`config.mk`:
```
export PLATFORM = sky130hd
export DESIGN_NAME = serial_command_frame_parser_core
export DESIGN_NICKNAME = d
export VERILOG_FILES = /design/src/rtl/scf_pkg.sv /design/src/rtl/serial_command_frame_parser_core.sv /design/src/rtl/scf_ctrl.sv /design/src/rtl/scf_dp.sv
export SDC_FILE = /design/constraint.sdc
export NUM_CORES = 1
export LEC_CHECK = 0
export BUFFER_PORTS_ARGS = -buffer_cell sky130_fd_sc_hd__buf_2
export CORE_MARGIN = 2
export CORE_UTILIZATION = 55
export DETAILED_ROUTE_END_ITERATION = 12
export PLACE_DENSITY = 0.75
export SLEW_MARGIN = 10
export SYNTH_ARGS = -nofsm -noshare
export SYNTH_HDL_FRONTEND = slang
export SYNTH_SLANG_ARGS = --single-unit
```
`constraint.sdc`:
```
create_clock -name clk -period 6.5 [get_ports clk]
set_clock_uncertainty 0.05 [all_clocks]
set_input_delay 0.975 -clock clk [delete_from_list [all_inputs] [get_ports clk]]
set_output_delay 0.975 -clock clk [all_outputs]
set_load 0.01 [all_outputs]
```
`src/rtl/scf_pkg.sv`:
```
// ----------------------------------------------------------------------------
// scf_pkg
// Shared types and constants for the serial command frame parser.
// ----------------------------------------------------------------------------
package scf_pkg;

  // Header bytes that open every frame.
  localparam logic [7:0] HDR_FIRST  = 8'h3F;
  localparam logic [7:0] HDR_SECOND = 8'h43;

  // Largest payload any frame may carry.
  localparam int unsigned FRAME_CAP = 64;

  // Default depth of the payload buffer.
  localparam int unsigned DEFAULT_BUFFER_DEPTH = 64;

  // Reset value of the maximum payload register.
  localparam logic [6:0] MAX_PAYLOAD_RESET = 7'd64;

  // Parser phases, including the result readout steps.
  typedef enum logic [2:0] {
    PH_IDLE,
    PH_START,
    PH_SIZE,
    PH_CMD,
    PH_DATA,
    PH_STATUS,
    PH_FETCH,
    PH_LOAD
  } phase_t;

  // Commands from the controller to the datapath.
  typedef struct packed {
    logic size_load;
    logic cmd_load;
    logic data_store;
    logic csum_latch;
    logic rd_fetch;
    logic out_load_status;
    logic out_load_data;
  } ctl_cmd_t;

  // Status from the datapath to the controller.
  typedef struct packed {
    logic hdr_first;
    logic hdr_second;
    logic size_ok;
    logic fill_lt_len;
    logic csum_match;
    logic len_nz;
    logic rd_last;
    logic out_free;
  } dp_stat_t;

endpackage

```
`src/rtl/serial_command_frame_parser_core.sv`:
```
// ----------------------------------------------------------------------------
// serial_command_frame_parser_core
// Receives command frames byte by byte and reports each completed frame.
// ----------------------------------------------------------------------------
// Usage:
//   The input channel (in_valid/in_ready/in_rx_byte) moves one received byte
//   per transfer. A frame is '?' 'C', size, command, payload, checksum.
//   The output channel (out_valid/out_ready/out_*) gives the results of a
//   frame once its checksum byte is taken: one status result for a bad
//   checksum or an empty payload, otherwise one result per payload byte,
//   the final result carrying out_last.
//   Header, size, command and payload bytes are taken whenever offered.
//   After the checksum byte, a status result passes through the status
//   phase into the result register; a payload readout gives each result
//   through a buffer read in the fetch phase followed by the load of the
//   result register in the load phase. in_ready stays low from the
//   checksum transfer until the last result is in the result register.
//   A stalled receiver holds the result register and pauses the readout.
//   cfg_wr_en/cfg_wr_data set the largest accepted size (reset 64).
//   Reset (synchronous, rst_n low) returns the parser to header hunting and
//   drops any pending result; the payload buffer is not cleared.
// ----------------------------------------------------------------------------
module serial_command_frame_parser_core #(
  parameter int unsigned BUFFER_DEPTH = scf_pkg::DEFAULT_BUFFER_DEPTH
) (
  input  logic       clk,
  input  logic       rst_n,
  input  logic       cfg_wr_en,
  input  logic [6:0] cfg_wr_data,
  input  logic       in_valid,
  output logic       in_ready,
  input  logic [7:0] in_rx_byte,
  output logic       out_valid,
  input  logic       out_ready,
  output logic [7:0] out_command_code,
  output logic [6:0] out_frame_length,
  output logic       out_checksum_ok,
  output logic       out_has_payload,
  output logic [7:0] out_payload_byte,
  output logic [5:0] out_byte_index,
  output logic       out_last
);
  import scf_pkg::*;

  ctl_cmd_t cmd;
  dp_stat_t stat;

  // Frame phase controller.
  scf_ctrl u_ctrl (
    .clk      (clk),
    .rst_n    (rst_n),
    .in_valid (in_valid),
    .in_ready (in_ready),
    .stat     (stat),
    .cmd      (cmd)
  );

  // Frame datapath and result register.
  scf_dp #(
    .BUFFER_DEPTH (BUFFER_DEPTH)
  ) u_dp (
    .clk              (clk),
    .rst_n            (rst_n),
    .cfg_wr_data      (cfg_wr_data),
    .cfg_wr_en        (cfg_wr_en),
    .in_rx_byte       (in_rx_byte),
    .cmd              (cmd),
    .stat             (stat),
    .out_ready        (out_ready),
    .out_valid        (out_valid),
    .out_command_code (out_command_code),
    .out_frame_length (out_frame_length),
    .out_checksum_ok  (out_checksum_ok),
    .out_has_payload  (out_has_payload),
    .out_payload_byte (out_payload_byte),
    .out_byte_index   (out_byte_index),
    .out_last         (out_last)
  );

endmodule

```
`src/rtl/scf_ctrl.sv`:
```
// ----------------------------------------------------------------------------
// scf_ctrl
// Phase controller: walks the frame layout and sequences the result readout.
// ----------------------------------------------------------------------------
module scf_ctrl (
  input  logic              clk,
  input  logic              rst_n,
  input  logic              in_valid,
  output logic              in_ready,
  input  scf_pkg::dp_stat_t stat,
  output scf_pkg::ctl_cmd_t cmd
);
  import scf_pkg::*;

  phase_t phase_r;
  phase_t phase_nxt;
  logic   fire;

  // Bytes are taken only in the parsing phases.
  always_comb begin
    in_ready = (phase_r == PH_IDLE) || (phase_r == PH_START) || (phase_r == PH_SIZE) ||
               (phase_r == PH_CMD) || (phase_r == PH_DATA);
    fire = in_valid && in_ready;
  end

  // Next phase.
  always_comb begin
    phase_nxt = phase_r;
    unique case (phase_r)
      PH_IDLE: begin
        if (fire) phase_nxt = stat.hdr_first ? PH_START : PH_IDLE;
      end
      PH_START: begin
        if (fire) phase_nxt = stat.hdr_second ? PH_SIZE : PH_IDLE;
      end
      PH_SIZE: begin
        if (fire) phase_nxt = stat.size_ok ? PH_CMD : PH_IDLE;
      end
      PH_CMD: begin
        if (fire) phase_nxt = PH_DATA;
      end
      PH_DATA: begin
        if (fire && !stat.fill_lt_len) begin
          phase_nxt = (stat.csum_match && stat.len_nz) ? PH_FETCH : PH_STATUS;
        end
      end
      PH_STATUS: begin
        if (stat.out_free) phase_nxt = PH_IDLE;
      end
      PH_FETCH: begin
        phase_nxt = PH_LOAD;
      end
      PH_LOAD: begin
        if (stat.out_free) phase_nxt = stat.rd_last ? PH_IDLE : PH_FETCH;
      end
      default: begin
        phase_nxt = PH_IDLE;
      end
    endcase
  end

  // Datapath commands.
  always_comb begin
    cmd                 = '0;
    cmd.size_load       = (phase_r == PH_SIZE) && fire && stat.size_ok;
    cmd.cmd_load        = (phase_r == PH_CMD) && fire;
    cmd.data_store      = (phase_r == PH_DATA) && fire && stat.fill_lt_len;
    cmd.csum_latch      = (phase_r == PH_DATA) && fire && !stat.fill_lt_len;
    cmd.rd_fetch        = (phase_r == PH_FETCH);
    cmd.out_load_status = (phase_r == PH_STATUS) && stat.out_free;
    cmd.out_load_data   = (phase_r == PH_LOAD) && stat.out_free;
  end

  // Phase register.
  always_ff @(posedge clk) begin
    if (!rst_n) begin
      phase_r <= PH_IDLE;
    end else begin
      phase_r <= phase_nxt;
    end
  end

endmodule

```
`src/rtl/scf_dp.sv`:
```
// ----------------------------------------------------------------------------
// scf_dp
// Datapath: frame fields, running checksum, payload buffer and result register.
// ----------------------------------------------------------------------------
module scf_dp #(
  parameter int unsigned BUFFER_DEPTH = scf_pkg::DEFAULT_BUFFER_DEPTH
) (
  input  logic              clk,
  input  logic              rst_n,
  input  logic [6:0]        cfg_wr_data,
  input  logic              cfg_wr_en,
  input  logic [7:0]        in_rx_byte,
  input  scf_pkg::ctl_cmd_t cmd,
  output scf_pkg::dp_stat_t stat,
  input  logic              out_ready,
  output logic              out_valid,
  output logic [7:0]        out_command_code,
  output logic [6:0]        out_frame_length,
  output logic              out_checksum_ok,
  output logic              out_has_payload,
  output logic [7:0]        out_payload_byte,
  output logic [5:0]        out_byte_index,
  output logic              out_last
);
  import scf_pkg::*;

  localparam int unsigned AW  = (BUFFER_DEPTH > 1) ? $clog2(BUFFER_DEPTH) : 1;
  localparam int unsigned CAP = (BUFFER_DEPTH < FRAME_CAP) ? BUFFER_DEPTH : FRAME_CAP;
  localparam logic [6:0]  CAP_W = 7'(CAP);

  logic [6:0]    max_r;
  logic [6:0]    len_r;
  logic [6:0]    fill_r;
  logic [7:0]    xor_r;
  logic [7:0]    cmd_r;
  logic          ok_r;
  logic [5:0]    rd_idx_r;
  logic [7:0]    rd_data_r;
  logic [7:0]    mem [BUFFER_DEPTH];
  logic [6:0]    limit;
  logic [AW-1:0] wr_addr;
  logic [AW-1:0] rd_addr;
  logic [7:0]    fill_ext;
  logic [7:0]    rd_ext;
  logic [6:0]    rd_next;

  logic          out_valid_r;
  logic [7:0]    out_cmd_r;
  logic [6:0]    out_len_r;
  logic          out_ok_r;
  logic          out_has_r;
  logic [7:0]    out_byte_r;
  logic [5:0]    out_idx_r;
  logic          out_last_r;

  // Effective size limit and buffer addresses.
  always_comb begin
    limit    = (max_r > CAP_W) ? CAP_W : max_r;
    fill_ext = {1'b0, fill_r};
    rd_ext   = {2'b00, rd_idx_r};
    wr_addr  = fill_ext[AW-1:0];
    rd_addr  = rd_ext[AW-1:0];
    rd_next  = {1'b0, rd_idx_r} + 7'd1;
  end

  // Status toward the controller.
  always_comb begin
    stat.hdr_first   = (in_rx_byte == HDR_FIRST);
    stat.hdr_second  = (in_rx_byte == HDR_SECOND);
    stat.size_ok     = (in_rx_byte <= {1'b0, limit});
    stat.fill_lt_len = (fill_r < len_r);
    stat.csum_match  = (xor_r == in_rx_byte);
    stat.len_nz      = (len_r != 7'd0);
    stat.rd_last     = (rd_next == len_r);
    stat.out_free    = !out_valid_r || out_ready;
  end

  // Configuration register.
  always_ff @(posedge clk) begin
    if (!rst_n) begin
      max_r <= MAX_PAYLOAD_RESET;
    end else if (cfg_wr_en) begin
      max_r <= cfg_wr_data;
    end
  end

  // Frame fields and running checksum.
  always_ff @(posedge clk) begin
    if (!rst_n) begin
      len_r    <= '0;
      fill_r   <= '0;
      xor_r    <= '0;
      cmd_r    <= '0;
      ok_r     <= 1'b0;
      rd_idx_r <= '0;
    end else begin
      if (cmd.size_load) begin
        len_r  <= in_rx_byte[6:0];
        fill_r <= '0;
        xor_r  <= in_rx_byte;
      end
      if (cmd.cmd_load) begin
        cmd_r <= in_rx_byte;
        xor_r <= xor_r ^ in_rx_byte;
      end
      if (cmd.data_store) begin
        xor_r  <= xor_r ^ in_rx_byte;
        fill_r <= fill_r + 7'd1;
      end
      if (cmd.csum_latch) begin
        ok_r     <= stat.csum_match;
        rd_idx_r <= '0;
      end
      if (cmd.out_load_data) begin
        rd_idx_r <= rd_next[5:0];
      end
    end
  end

  // Payload buffer with registered read.
  always_ff @(posedge clk) begin
    if (cmd.data_store) begin
      mem[wr_addr] <= in_rx_byte;
    end
    if (cmd.rd_fetch) begin
      rd_data_r <= mem[rd_addr];
    end
  end

  // Result register: holds one result until the receiver takes it.
  always_ff @(posedge clk) begin
    if (!rst_n) begin
      out_valid_r <= 1'b0;
    end else if (cmd.out_load_status || cmd.out_load_data) begin
      out_valid_r <= 1'b1;
    end else if (out_ready) begin
      out_valid_r <= 1'b0;
    end
  end

  always_ff @(posedge clk) begin
    if (cmd.out_load_status) begin
      out_cmd_r  <= cmd_r;
      out_len_r  <= len_r;
      out_ok_r   <= ok_r;
      out_has_r  <= 1'b0;
      out_byte_r <= '0;
      out_idx_r  <= '0;
      out_last_r <= 1'b1;
    end else if (cmd.out_load_data) begin
      out_cmd_r  <= cmd_r;
      out_len_r  <= len_r;
      out_ok_r   <= 1'b1;
      out_has_r  <= 1'b1;
      out_byte_r <= rd_data_r;
      out_idx_r  <= rd_idx_r;
      out_last_r <= stat.rd_last;
    end
  end

  assign out_valid        = out_valid_r;
  assign out_command_code = out_cmd_r;
  assign out_frame_length = out_len_r;
  assign out_checksum_ok  = out_ok_r;
  assign out_has_payload  = out_has_r;
  assign out_payload_byte = out_byte_r;
  assign out_byte_index   = out_idx_r;
  assign out_last         = out_last_r;

endmodule

```
==> flow_metrics.env, run 1 <==
export IMPL_required_ps=6710
export IMPL_yosysWarnings=0
export IMPL_finalCriticalPeriod_ps=4106
export IMPL_yosysTopAreaCell="edfxtp_1"
export IMPL_worst_slack_ps=2394
export IMPL_path_clk_slew_ps=60
export IMPL_rsz0062_at_grt="no"
export IMPL_synth_flop_cell="edfxtp_1"
export IMPL_status="finished, final reports clean"
export IMPL_grt_max_degree=73
export IMPL_dp_hpwl_um=30870
export IMPL_row_count=76
export IMPL_cts_sinks=600
export IMPL_drt_total_wl_um=51930
export IMPL_dp_cells=1927
export IMPL_power_density_nw_per_um2=278.2
export IMPL_netlist_area_um2=23930
export IMPL_numCtsBuffers=55
export IMPL_place_congestion=0.9347
export IMPL_fp_dieArea_um2=45190
export IMPL_slew_limit_headroom_pct=30.65
export IMPL_synth_top_family_by_area="multiplexers"
export IMPL_ios=54
export IMPL_synthesis_nets=1382
export IMPL_critical_path_max_fanout=12
export IMPL_ant_nets=0
export IMPL_drv_slew=0
export IMPL_holdCritStartpoint="u_dp.out_payload_byte[6]"
export IMPL_grt_pass1_wl_um=78150
export IMPL_via_count=12630
export IMPL_startpoint="u_dp.fill_r[4]"
export IMPL_grt_util_all_layers_pct=23.58
export IMPL_worstPathArrival_ps=4320
export IMPL_cts_resized=0
export IMPL_synth_commonest_cells="536 x edfxtp_1, 128 x mux4_2, 106 x nor2_1, 89 x nand2_1, 64 x dfxtp_1"
export IMPL_synth_area_top_cells="edfxtp_1 67%, mux4_2 12%, dfxtp_1 5.4%"
export IMPL_clock_path_buffers=3
export IMPL_power_mw=7.352
export IMPL_grt_pass1_vias=12610
export IMPL_synth_xor_area_share_pct=0.5124
export IMPL_cts_tree="built"
export IMPL_yosys_mux_area_fraction_pct=13.47
export IMPL_dr_pass1_iters=5
export IMPL_pre_cts_ws_ps=2363
export IMPL_htreeDepth=2
export IMPL_worst_pin_slew_ps=1039
export IMPL_drt_iter0_markers=1639
export IMPL_hold_path_class="reg2reg"
export IMPL_synth_compound_area_share_pct=4.852
export IMPL_hold_buffers=0
export IMPL_synth_top_area_share_pct=67.26
export IMPL_synth_edf_count=536
export IMPL_ys_seq_elements=600
export IMPL_layout_drive_gt1_share_pct=21.59
export IMPL_fin_crit_sh_pct=63.17
export IMPL_worst_setup_path_end_kind="flip-flop"
export IMPL_seq_area_frac_synth_pct=72.61
export IMPL_postSynthCellCount=1347
export IMPL_finalNonFillerCells=2030
export IMPL_antenna_found_initial=0
export IMPL_fin_setup_tns_ps=0
export IMPL_timing_rr_start="u_dp.fill_r[4]"
export IMPL_die_y_um=212.6
export IMPL_clock_latency_ps=640
export IMPL_drc=0
export IMPL_p_leak_nw=8.214
export IMPL_fin_util_pct=61.48
export IMPL_finalSetupViolations=0
export IMPL_synth_distinct_cells=66
export IMPL_cts_root_buf="clkbuf_16"
export IMPL_routed_wire_length_per_instance_um=25.58
export IMPL_nNetsFinal=1434
export IMPL_overflow=0
export IMPL_synth_most_common_cell="edfxtp_1"
export IMPL_vias_per_cell=6.224
export IMPL_numPortBuffers=53
export IMPL_initial_core_util_pct=55.68
export IMPL_ir_drop_v=0.0002071
export IMPL_cts_setup_buffers=0
export IMPL_critPathKind="reg2reg"
export IMPL_diodes=0
export IMPL_synth_fa_ha_area_share_pct=0.7843
export IMPL_start_kind="flip-flop"
export IMPL_die_w_um=212.6
export IMPL_async_flop_share_pct=0
export IMPL_drv_cap=0
export IMPL_synth_simple_area_share_pct=5.647
export IMPL_fmaxAchievable_mhz=243.5
export IMPL_synthToLayoutAreaGrowth_pct=10.41
export IMPL_syn_avg_cell_area_um2=17.77
export IMPL_coreArea_um2=42980
export IMPL_hold_viol=0
export IMPL_r2r_slack_ps=2390
## cell families after synthesis
group           after synthesis
mux                         161
compound gates              160
simple gates                291
flops                       600
xor+xnor                     14
buf+inv                     106
fa+ha+maj                    15
## routing by layer
layer / global-route usage, % / routed length (um)
met1: 31.82 / 20660
met2: 38.80 / 25790
met3: 4.948 / 3893
met4: 7.572 / 1589
met5: 0 / 0
## worst max-delay path, cell delays in order, from the launching register on
cell	delay [ps]
dfxtp_1	560
ha_1	330
a211o_1	260
o211ai_1	160
o311ai_4	260
nor2_1	600
nand3_1	760
nor2_1	760
## per-stage QoR
stage                     cell area, um^2  hold slack [ps]
after floorplan                     23930            358.1
after global placement              24720            374.0
after detailed placement            24720            374.8
after CTS                           26420            388.6
after global routing                26420            398.6
final                               26420            385.9
## final timing paths
kind                                                  to  cells past startpoint
worst max-delay path                     u_dp.mem[17][7]                      7
worst min-delay path            u_dp.out_payload_byte[6]                      2
worst max register to register           u_dp.mem[17][7]                      7
worst min register to register  u_dp.out_payload_byte[6]                      2
## layout make-up
| type | instances | area [um^2] |
|---|---|---|
| Multi-Input combinational cell | 641 | 6056 |
| Fill cell | 3027 | 16560 |
| Sequential cell | 600 | 17380 |
| Tap cell | 585 | 732.0 |
| Timing Repair Buffer | 76 | 450.4 |
| Clock buffer | 69 | 1429 |
| Inverter | 25 | 93.84 |
| Clock inverter | 34 | 277.8 |
## flip-flops by register name, indices dropped and copies added (netlist names), 8 cells and up
signal                 flops
u_dp.out_command_code      8
u_dp.out_payload_byte      8
u_dp.cmd_r                 8
u_dp.xor_r                 8
u_dp.rd_data_r             8
u_dp.mem                 512
## power breakdown
part / switching [mW] / internal, mW / leakage (nW)
Combinational: 0.0827 / 0.0183 / 2.05
Clock: 1.41 / 1.65 / 0.825
Sequential: 0.00148 / 4.19 / 5.34
## placed cells by master, fill, tap and decap left out, drive strengths merged, types with 5 or more instances in the layout
cell / netlist / layout
o22ai: 7 / 7
a22oi: 10 / 10
xnor2: 12 / 12
nor2b: 5 / 5
buf: 38 / 76
nand2b: 6 / 6
nand3: 24 / 24
dfxtp: 64 / 64
edfxtp: 536 / 536
mux2i: 25 / 25
nor3: 9 / 9
and2: 5 / 5
nor2: 106 / 106
nor4b: 5 / 5
inv: 25 / 25
or2: 5 / 5
clkbuf: 43 / 69
mux2: 8 / 8
o221ai: 5 / 5
a211o: 5 / 5
ha: 15 / 15
mux4: 128 / 128
or3: 7 / 7
a31oi: 7 / 7
nand2: 89 / 89
o21ai: 30 / 30
o32ai: 7 / 7
a221oi: 19 / 19
a21oi: 34 / 34
nand4: 9 / 9
a22o: 14 / 14
nor4: 6 / 6
clkinv: 0 / 28
(Power assumes the default switching activity.)
==> inputs of run 2 (changes only) <==
--- a/config.mk
+++ b/config.mk
@@ -5,6 +5,7 @@
 export SDC_FILE = /design/constraint.sdc
 export NUM_CORES = 1
 export LEC_CHECK = 0
+export ABC_AREA = 1
 export BUFFER_PORTS_ARGS = -buffer_cell sky130_fd_sc_hd__buf_2
 export CORE_MARGIN = 2
 export CORE_UTILIZATION = 55
==> constraint.sdc (replaced) <==
create_clock -name clk -period 3.78 [get_ports clk]
set_clock_uncertainty 0.05 [all_clocks]
set_input_delay 0.567 -clock clk [delete_from_list [all_inputs] [get_ports clk]]
set_output_delay 0.567 -clock clk [all_outputs]
set_load 0.01 [all_outputs]
==> run 2 against run 1 <==
Compared with the run above:
- clock power up 85%
- setup slack worse by 1600 ps
- first-iteration DRC count up 48%
- sequential power up 74%
- critical path type unchanged
- worst hold slack worse by 260 ps
==> flow_metrics.env, run 2 <==
export IMPL_synth_top_family_by_area="compound AO/OA/AOI/OAI gates"
export IMPL_p_int_mw=10.59
export IMPL_numCtsBuffers=57
export IMPL_drt_iter0_markers=2432
export IMPL_synthesis_nets=2108
export IMPL_die_y_um=214.5
export IMPL_antenna_found_initial=0
export IMPL_regMostFlops="u_dp.mem"
export IMPL_yosys_mux_area_fraction_pct=0
export IMPL_grt_max_degree=161
export IMPL_synth_area_top_cells="edfxtp_1 66%, o21ai_0 6.4%, nor2_1 6.2%"
export IMPL_numPortBuffers=53
export IMPL_postSynthCellCount=2073
export IMPL_holdCritStartpoint="cfg_wr_data[2]"
export IMPL_largest_reg_flops=512
export IMPL_synth_compound_area_share_pct=12.66
export IMPL_timing_rr_start="u_dp.rd_addr[0]"
export IMPL_drc=0
export IMPL_ant_nets=0
export IMPL_row_count=77
export IMPL_synth_commonest_cells="536 x edfxtp_1, 404 x nor2_1, 310 x o21ai_0, 204 x nand2_1, 128 x o22ai_1"
export IMPL_critical_path_max_fanout=135
export IMPL_synth_most_common_cell="edfxtp_1"
export IMPL_ys_seq_elements=600
export IMPL_worst_setup_path_end_kind="flip-flop"
export IMPL_switchingPower_mw=2.728
export IMPL_synth_flop_cell="edfxtp_1"
export IMPL_power_density_nw_per_um2=486.0
export IMPL_grt_pass1_vias=16670
export IMPL_cp_endpoint="u_dp.rd_data_r[7]"
export IMPL_diodes=0
export IMPL_worstPathArrival_ps=3330
export IMPL_status="finished, final reports clean"
export IMPL_nFillCells=3365
export IMPL_clock_path_buffers=3
export IMPL_layout_drive_gt1_share_pct=11.96
export IMPL_ios=54
export IMPL_synth_xor_area_share_pct=0.4314
export IMPL_finalCriticalPeriod_ps=3034
export IMPL_yosysWarnings=0
export IMPL_via_count=17190
export IMPL_yosysTopAreaCell="edfxtp_1"
export IMPL_hold_path_class="in2reg"
export IMPL_fmaxAchievable_mhz=329.6
export IMPL_vias_per_cell=6.139
export IMPL_layout_common_cells="536 x edfxtp_1, 404 x nor2_1, 310 x o21ai_0"
export IMPL_fp_dieArea_um2=46000
export IMPL_rr_worst_depth=10
export IMPL_drt_total_wl_um=64000
export IMPL_slew_limit_headroom_pct=25.92
export IMPL_p_leak_nw=9.512
export IMPL_sw_frac_of_total_pct=20.48
export IMPL_fin_setup_tns_ps=0
export IMPL_seq_area_frac_synth_pct=71.33
export IMPL_cts_tree="built"
export IMPL_htreeDepth=2
export IMPL_dr_pass1_iters=8
export IMPL_nNetsFinal=2194
export IMPL_required_ps=4080
export IMPL_synth_edf_count=536
export IMPL_synth_simple_area_share_pct=11.52
export IMPL_final_common_cell="edfxtp_1"
export IMPL_cts_setup_buffers=0
export IMPL_hold_viol=0
export IMPL_die_w_um=214.5
export IMPL_synthToLayoutAreaGrowth_pct=12.51
export IMPL_startpoint="u_dp.rd_addr[0]"
export IMPL_grt_util_all_layers_pct=27.82
export IMPL_clock_latency_ps=620
export IMPL_synth_fa_ha_area_share_pct=0.7704
export IMPL_async_flop_share_pct=0
export IMPL_regToRegEndpoint="u_dp.rd_data_r[7]"
export IMPL_syn_avg_cell_area_um2=11.75
export IMPL_finalSetupViolations=0
export IMPL_coreArea_um2=43930
export IMPL_start_kind="flip-flop"
export IMPL_grt_pass1_wl_um=97570
export IMPL_routed_wire_length_per_instance_um=22.86
export IMPL_power_frac_clock_pct=42.5
export IMPL_critPathKind="reg2reg"
export IMPL_synth_distinct_cells=37
export IMPL_drv_slew=0
export IMPL_cts_sinks=600
export IMPL_cts_resized=0
export IMPL_ir_drop_v=0.0003533
export IMPL_cts_root_buf="clkbuf_16"
export IMPL_rsz0062_at_grt="no"
export IMPL_initial_core_util_pct=55.45
export IMPL_hold_buffers=0
export IMPL_overflow=0
export IMPL_path_clk_slew_ps=60
export IMPL_netlist_area_um2=24360
export IMPL_power_mw=13.32
export IMPL_r2r_slack_ps=750
export IMPL_seq_power_share_pct=54.6
export IMPL_worst_pin_slew_ps=1110
export IMPL_drv_cap=0
export IMPL_fin_crit_sh_pct=80.27
export IMPL_pwr_share_comb_pct=2.9
export IMPL_dp_hpwl_um=38620
export IMPL_place_congestion=0.8940
export IMPL_synth_top_area_share_pct=66.07
-- run 2: worst min-delay path by stage --
stage,endpoint,cells past startpoint
global route,u_dp.max_r[2],3
CTS,u_dp.max_r[6],3
global placement,u_dp.out_command_code[3],0
floorplan,u_dp.out_command_code[0],0
detailed placement,u_dp.out_command_code[6],0
finish,u_dp.max_r[2],3
-- run 2: critical path, cell delays in order (launching register included) --
cell     delay [ps]
dfxtp_4         600
inv_6           340
buf_12          340
o21ai_0         320
o22ai_1         150
nand2_1          90
nand2_1         100
a21oi_1         250
o21ai_1         160
nand3_1         120
nand2_1         110
-- run 2: power by group through the flow --
stage	registers (mW)	logic [mW]	clock network [mW]
global route	7.28	0.413	5.98
detailed placement	7.42	0.373	0
CTS	7.28	0.376	5.74
floorplan	7.42	0.151	0
global placement	7.42	0.370	0
finish	7.28	0.380	5.66
-- run 2: cell type report --
cell class	instances	area, um^2	area share, %
flip-flops and latches	600	17390	63.43
multi-input cells	1296	6186	22.57
clock buffers	66	1503	5.483
repair buffers	150	1031	3.762
well taps	592	740.7	2.702
clock inverters	42	352.8	1.287
inverters	54	210.2	0.7669
-- run 2: logic make-up after synthesis --
| kind of cell | count (synthesis) |
|---|---|
| AND/OR/NAND/NOR | 694 |
| flip-flops | 600 |
| AO/OA/AOI/OAI | 575 |
| buffers and inverters | 177 |
| adder cells (fa/ha/maj) | 15 |
| XOR/XNOR | 12 |
-- run 2: per-stage QoR --
step	util [%]	setup slack, ps	cell area [um^2]	std cells	hold slack (ps)
after floorplan	-	1451	24360	2073	358.6
after global placement	58.17	823.9	25550	2692	367.7
after detailed placement	58.17	838.2	25550	2692	367.5
after CTS	62.39	812.6	27410	2800	104.3
after global routing	62.39	575.4	27410	2800	124.7
final	62.39	745.9	27410	2800	122.0
-- run 2: per-layer routing --
layer / GRT usage (%) / routed length [um] / vias to the layer above
met5: 0 / 0 / -
met4: 10.79 / 2480 / 0
met3: 6.128 / 7103 / 178
met2: 42.95 / 29320 / 1093
met1: 38.94 / 25100 / 8260
li1: - / - / 7658
==> inputs of run 3 (changes only) <==
==> constraint.sdc (replaced) <==
create_clock -name clk -period 2.9 [get_ports clk]
set_clock_uncertainty 0.05 [all_clocks]
set_input_delay 0.435 -clock clk [delete_from_list [all_inputs] [get_ports clk]]
set_output_delay 0.435 -clock clk [all_outputs]
set_load 0.01 [all_outputs]
==> run 3 against run 2 <==
Compared with the run above:
- clock power up 32%
- critical endpoint is now u_dp.rd_data_r[4]
- combinational power up 34%
- worst hold slack worse by 75 ps
- via count up 1.4%
- first-iteration DRC count up 1.1%
- die area unchanged
- sequential power up 30%
==> flow_metrics.env, run 3 (synthesized netlist as in run 2, its figures left out) <==
export IMPL_status="finished, final reports clean"
export IMPL_worstPathArrival_ps=3030
export IMPL_overflow=0
export IMPL_cts_sinks=600
export IMPL_r2r_slack_ps=280
export IMPL_routed_wire_length_per_instance_um=22.55
export IMPL_clock_latency_ps=630
export IMPL_regToRegEndpoint="u_dp.rd_data_r[4]"
export IMPL_dr_pass1_iters=9
export IMPL_grt_pass1_vias=16710
export IMPL_finalCriticalPeriod_ps=2618
export IMPL_slew_limit_headroom_pct=33.28
export IMPL_numCtsBuffers=57
export IMPL_crit_buf_inv=1
export IMPL_cpMaxStageDelayCell="dfxtp_4"
export IMPL_ios=54
export IMPL_diodes=0
export IMPL_antenna_found_initial=3
export IMPL_layout_common_cells="536 x edfxtp_1, 404 x nor2_1, 310 x o21ai_0"
export IMPL_rsz0062_at_grt="no"
export IMPL_cp_cell_sequence="buf_4 > o21ai_0 > o22ai_1 > nand2_1 > nand2_1 > a21oi_1 > o21ai_0 > nand3_1 > nand2_1"
export IMPL_final_common_cell="edfxtp_1"
export IMPL_cts_tree="built"
export IMPL_clock_path_buffers=3
export IMPL_ir_drop_v=0.0004618
export IMPL_timing_rr_start="u_dp.rd_addr[1]"
export IMPL_layout_drive_gt1_share_pct=13.06
export IMPL_slowest_delay_ps=600
export IMPL_grt_pass1_wl_um=97410
export IMPL_drv_cap=0
export IMPL_ant_nets=0
export IMPL_hold_path_class="in2reg"
export IMPL_vias_per_cell=6.146
export IMPL_drt_iter0_markers=2458
export IMPL_die_w_um=214.5
export IMPL_synthToLayoutAreaGrowth_pct=14.01
export IMPL_p_leak_nw=9.717
export IMPL_rr_worst_depth=9
export IMPL_path_clk_slew_ps=60
export IMPL_row_count=77
export IMPL_dp_hpwl_um=39140
export IMPL_numPortBuffers=53
export IMPL_grt_util_all_layers_pct=27.66
export IMPL_start_kind="flip-flop"
export IMPL_critical_path_max_fanout=45
export IMPL_die_y_um=214.5
export IMPL_initial_core_util_pct=55.45
export IMPL_fmaxAchievable_mhz=382.0
export IMPL_drt_total_wl_um=63960
export IMPL_cts_root_buf="clkbuf_16"
export IMPL_required_ps=3320
export IMPL_htreeDepth=2
export IMPL_cp_num_cells=9
export IMPL_via_count=17430
export IMPL_dp_cells=2724
export IMPL_critical_path_top_delay_family="compound AO/OA/AOI/OAI gates"
export IMPL_multi_input_area_um2=6186
export IMPL_nNetsFinal=2231
export IMPL_final_seq_area_um2=17390
export IMPL_worst_setup_path_end_kind="flip-flop"
export IMPL_power_density_nw_per_um2=629.4
export IMPL_critPathKind="reg2reg"
export IMPL_nFillCells=3296
export IMPL_finalSetupViolations=0
export IMPL_regMostFlops="u_dp.mem"
export IMPL_drv_slew=0
export IMPL_fin_setup_tns_ps=0
export IMPL_drc=0
export IMPL_holdPathStages=3
export IMPL_cp_endpoint="u_dp.rd_data_r[4]"
export IMPL_fp_dieArea_um2=46000
export IMPL_worst_pin_slew_ps=1001
export IMPL_coreArea_um2=43930
export IMPL_fin_util_pct=63.22
export IMPL_path_common_cell="nand2_1"
export IMPL_finalNonFillerCells=2836
export IMPL_hold_slack_ps=47.41
export IMPL_hold_viol=0
export IMPL_fin_crit_sh_pct=90.27
export IMPL_startpoint="u_dp.rd_addr[1]"
export IMPL_grt_max_degree=114
export IMPL_place_congestion=0.8677
export IMPL_largest_reg_flops=512
[run 3: changes by cell type in the layout (fill, tap and decap cells not counted), moves of 2 or more]
cell           previous run  this run
buf_12                    3         8
buf_4                    94       121
clkbuf_1                  7        12
clkinv_1                 18        15
clkinv_2                 15        13
dlygate4sd3_1             0         5
[run 3: final cells by class]
| class | count | share of cell area [%] |
|---|---|---|
| clock buffers | 71 | 5.478 |
| multi-input cells | 1296 | 22.27 |
| clock inverters | 36 | 1.252 |
| well taps | 592 | 2.667 |
| flip-flops and latches | 600 | 62.59 |
| repair buffers | 187 | 4.982 |
| inverters | 54 | 0.7568 |
[run 3: metrics by stage]
stage               cell area (um^2)  total power [mW]  setup slack [ps]
floorplan                      24360             9.874             570.6
global placement               25860             10.15             398.2
detailed placement             25860             10.16             374.2
CTS                            27780             17.53             359.3
global route                   27780             17.90             159.5
finish                         27780             17.48             282.2
[run 3: how the worst min path moves through the flow]
stage	from	endpoint	slack, ps
2_1_floorplan	u_dp.cmd_r[0]	u_dp.out_command_code[0]	360
4_1_cts	cfg_wr_data[6]	u_dp.max_r[6]	10
6_report	cfg_wr_data[6]	u_dp.max_r[6]	50
3_3_place_gp	u_dp.cmd_r[6]	u_dp.out_command_code[6]	370
3_5_place_dp	u_dp.cmd_r[2]	u_dp.out_command_code[2]	370
5_1_grt	cfg_wr_data[6]	u_dp.max_r[6]	30
[run 3: power by group]
| part | total [mW] | internal (mW) | switching [mW] |
|---|---|---|---|
| Clock | 7.48 | 4.33 | 3.16 |
| Sequential | 9.49 | 9.45 | 0.0389 |
| Combinational | 0.510 | 0.134 | 0.375 |
[run 3: what timing repair did]
item,CTS,global route
hold endpoints to repair,5,0
hold buffers,5,0
gates resized for setup,0,0
setup buffers,0,0
[run 3: worst min-delay path: stages]
cell,delay (ps)
buf_2,80
a21oi_1,80
o21ai_0,80
[run 3: routing by layer]
layer	part of all wire (%)	vias up	track usage (%)
li1	-	7738	-
met1	39	8378	38.42
met2	46	1139	43.56
met3	12	170	6.128
met4	3.3	6	9.491
met5	0.066	-	0
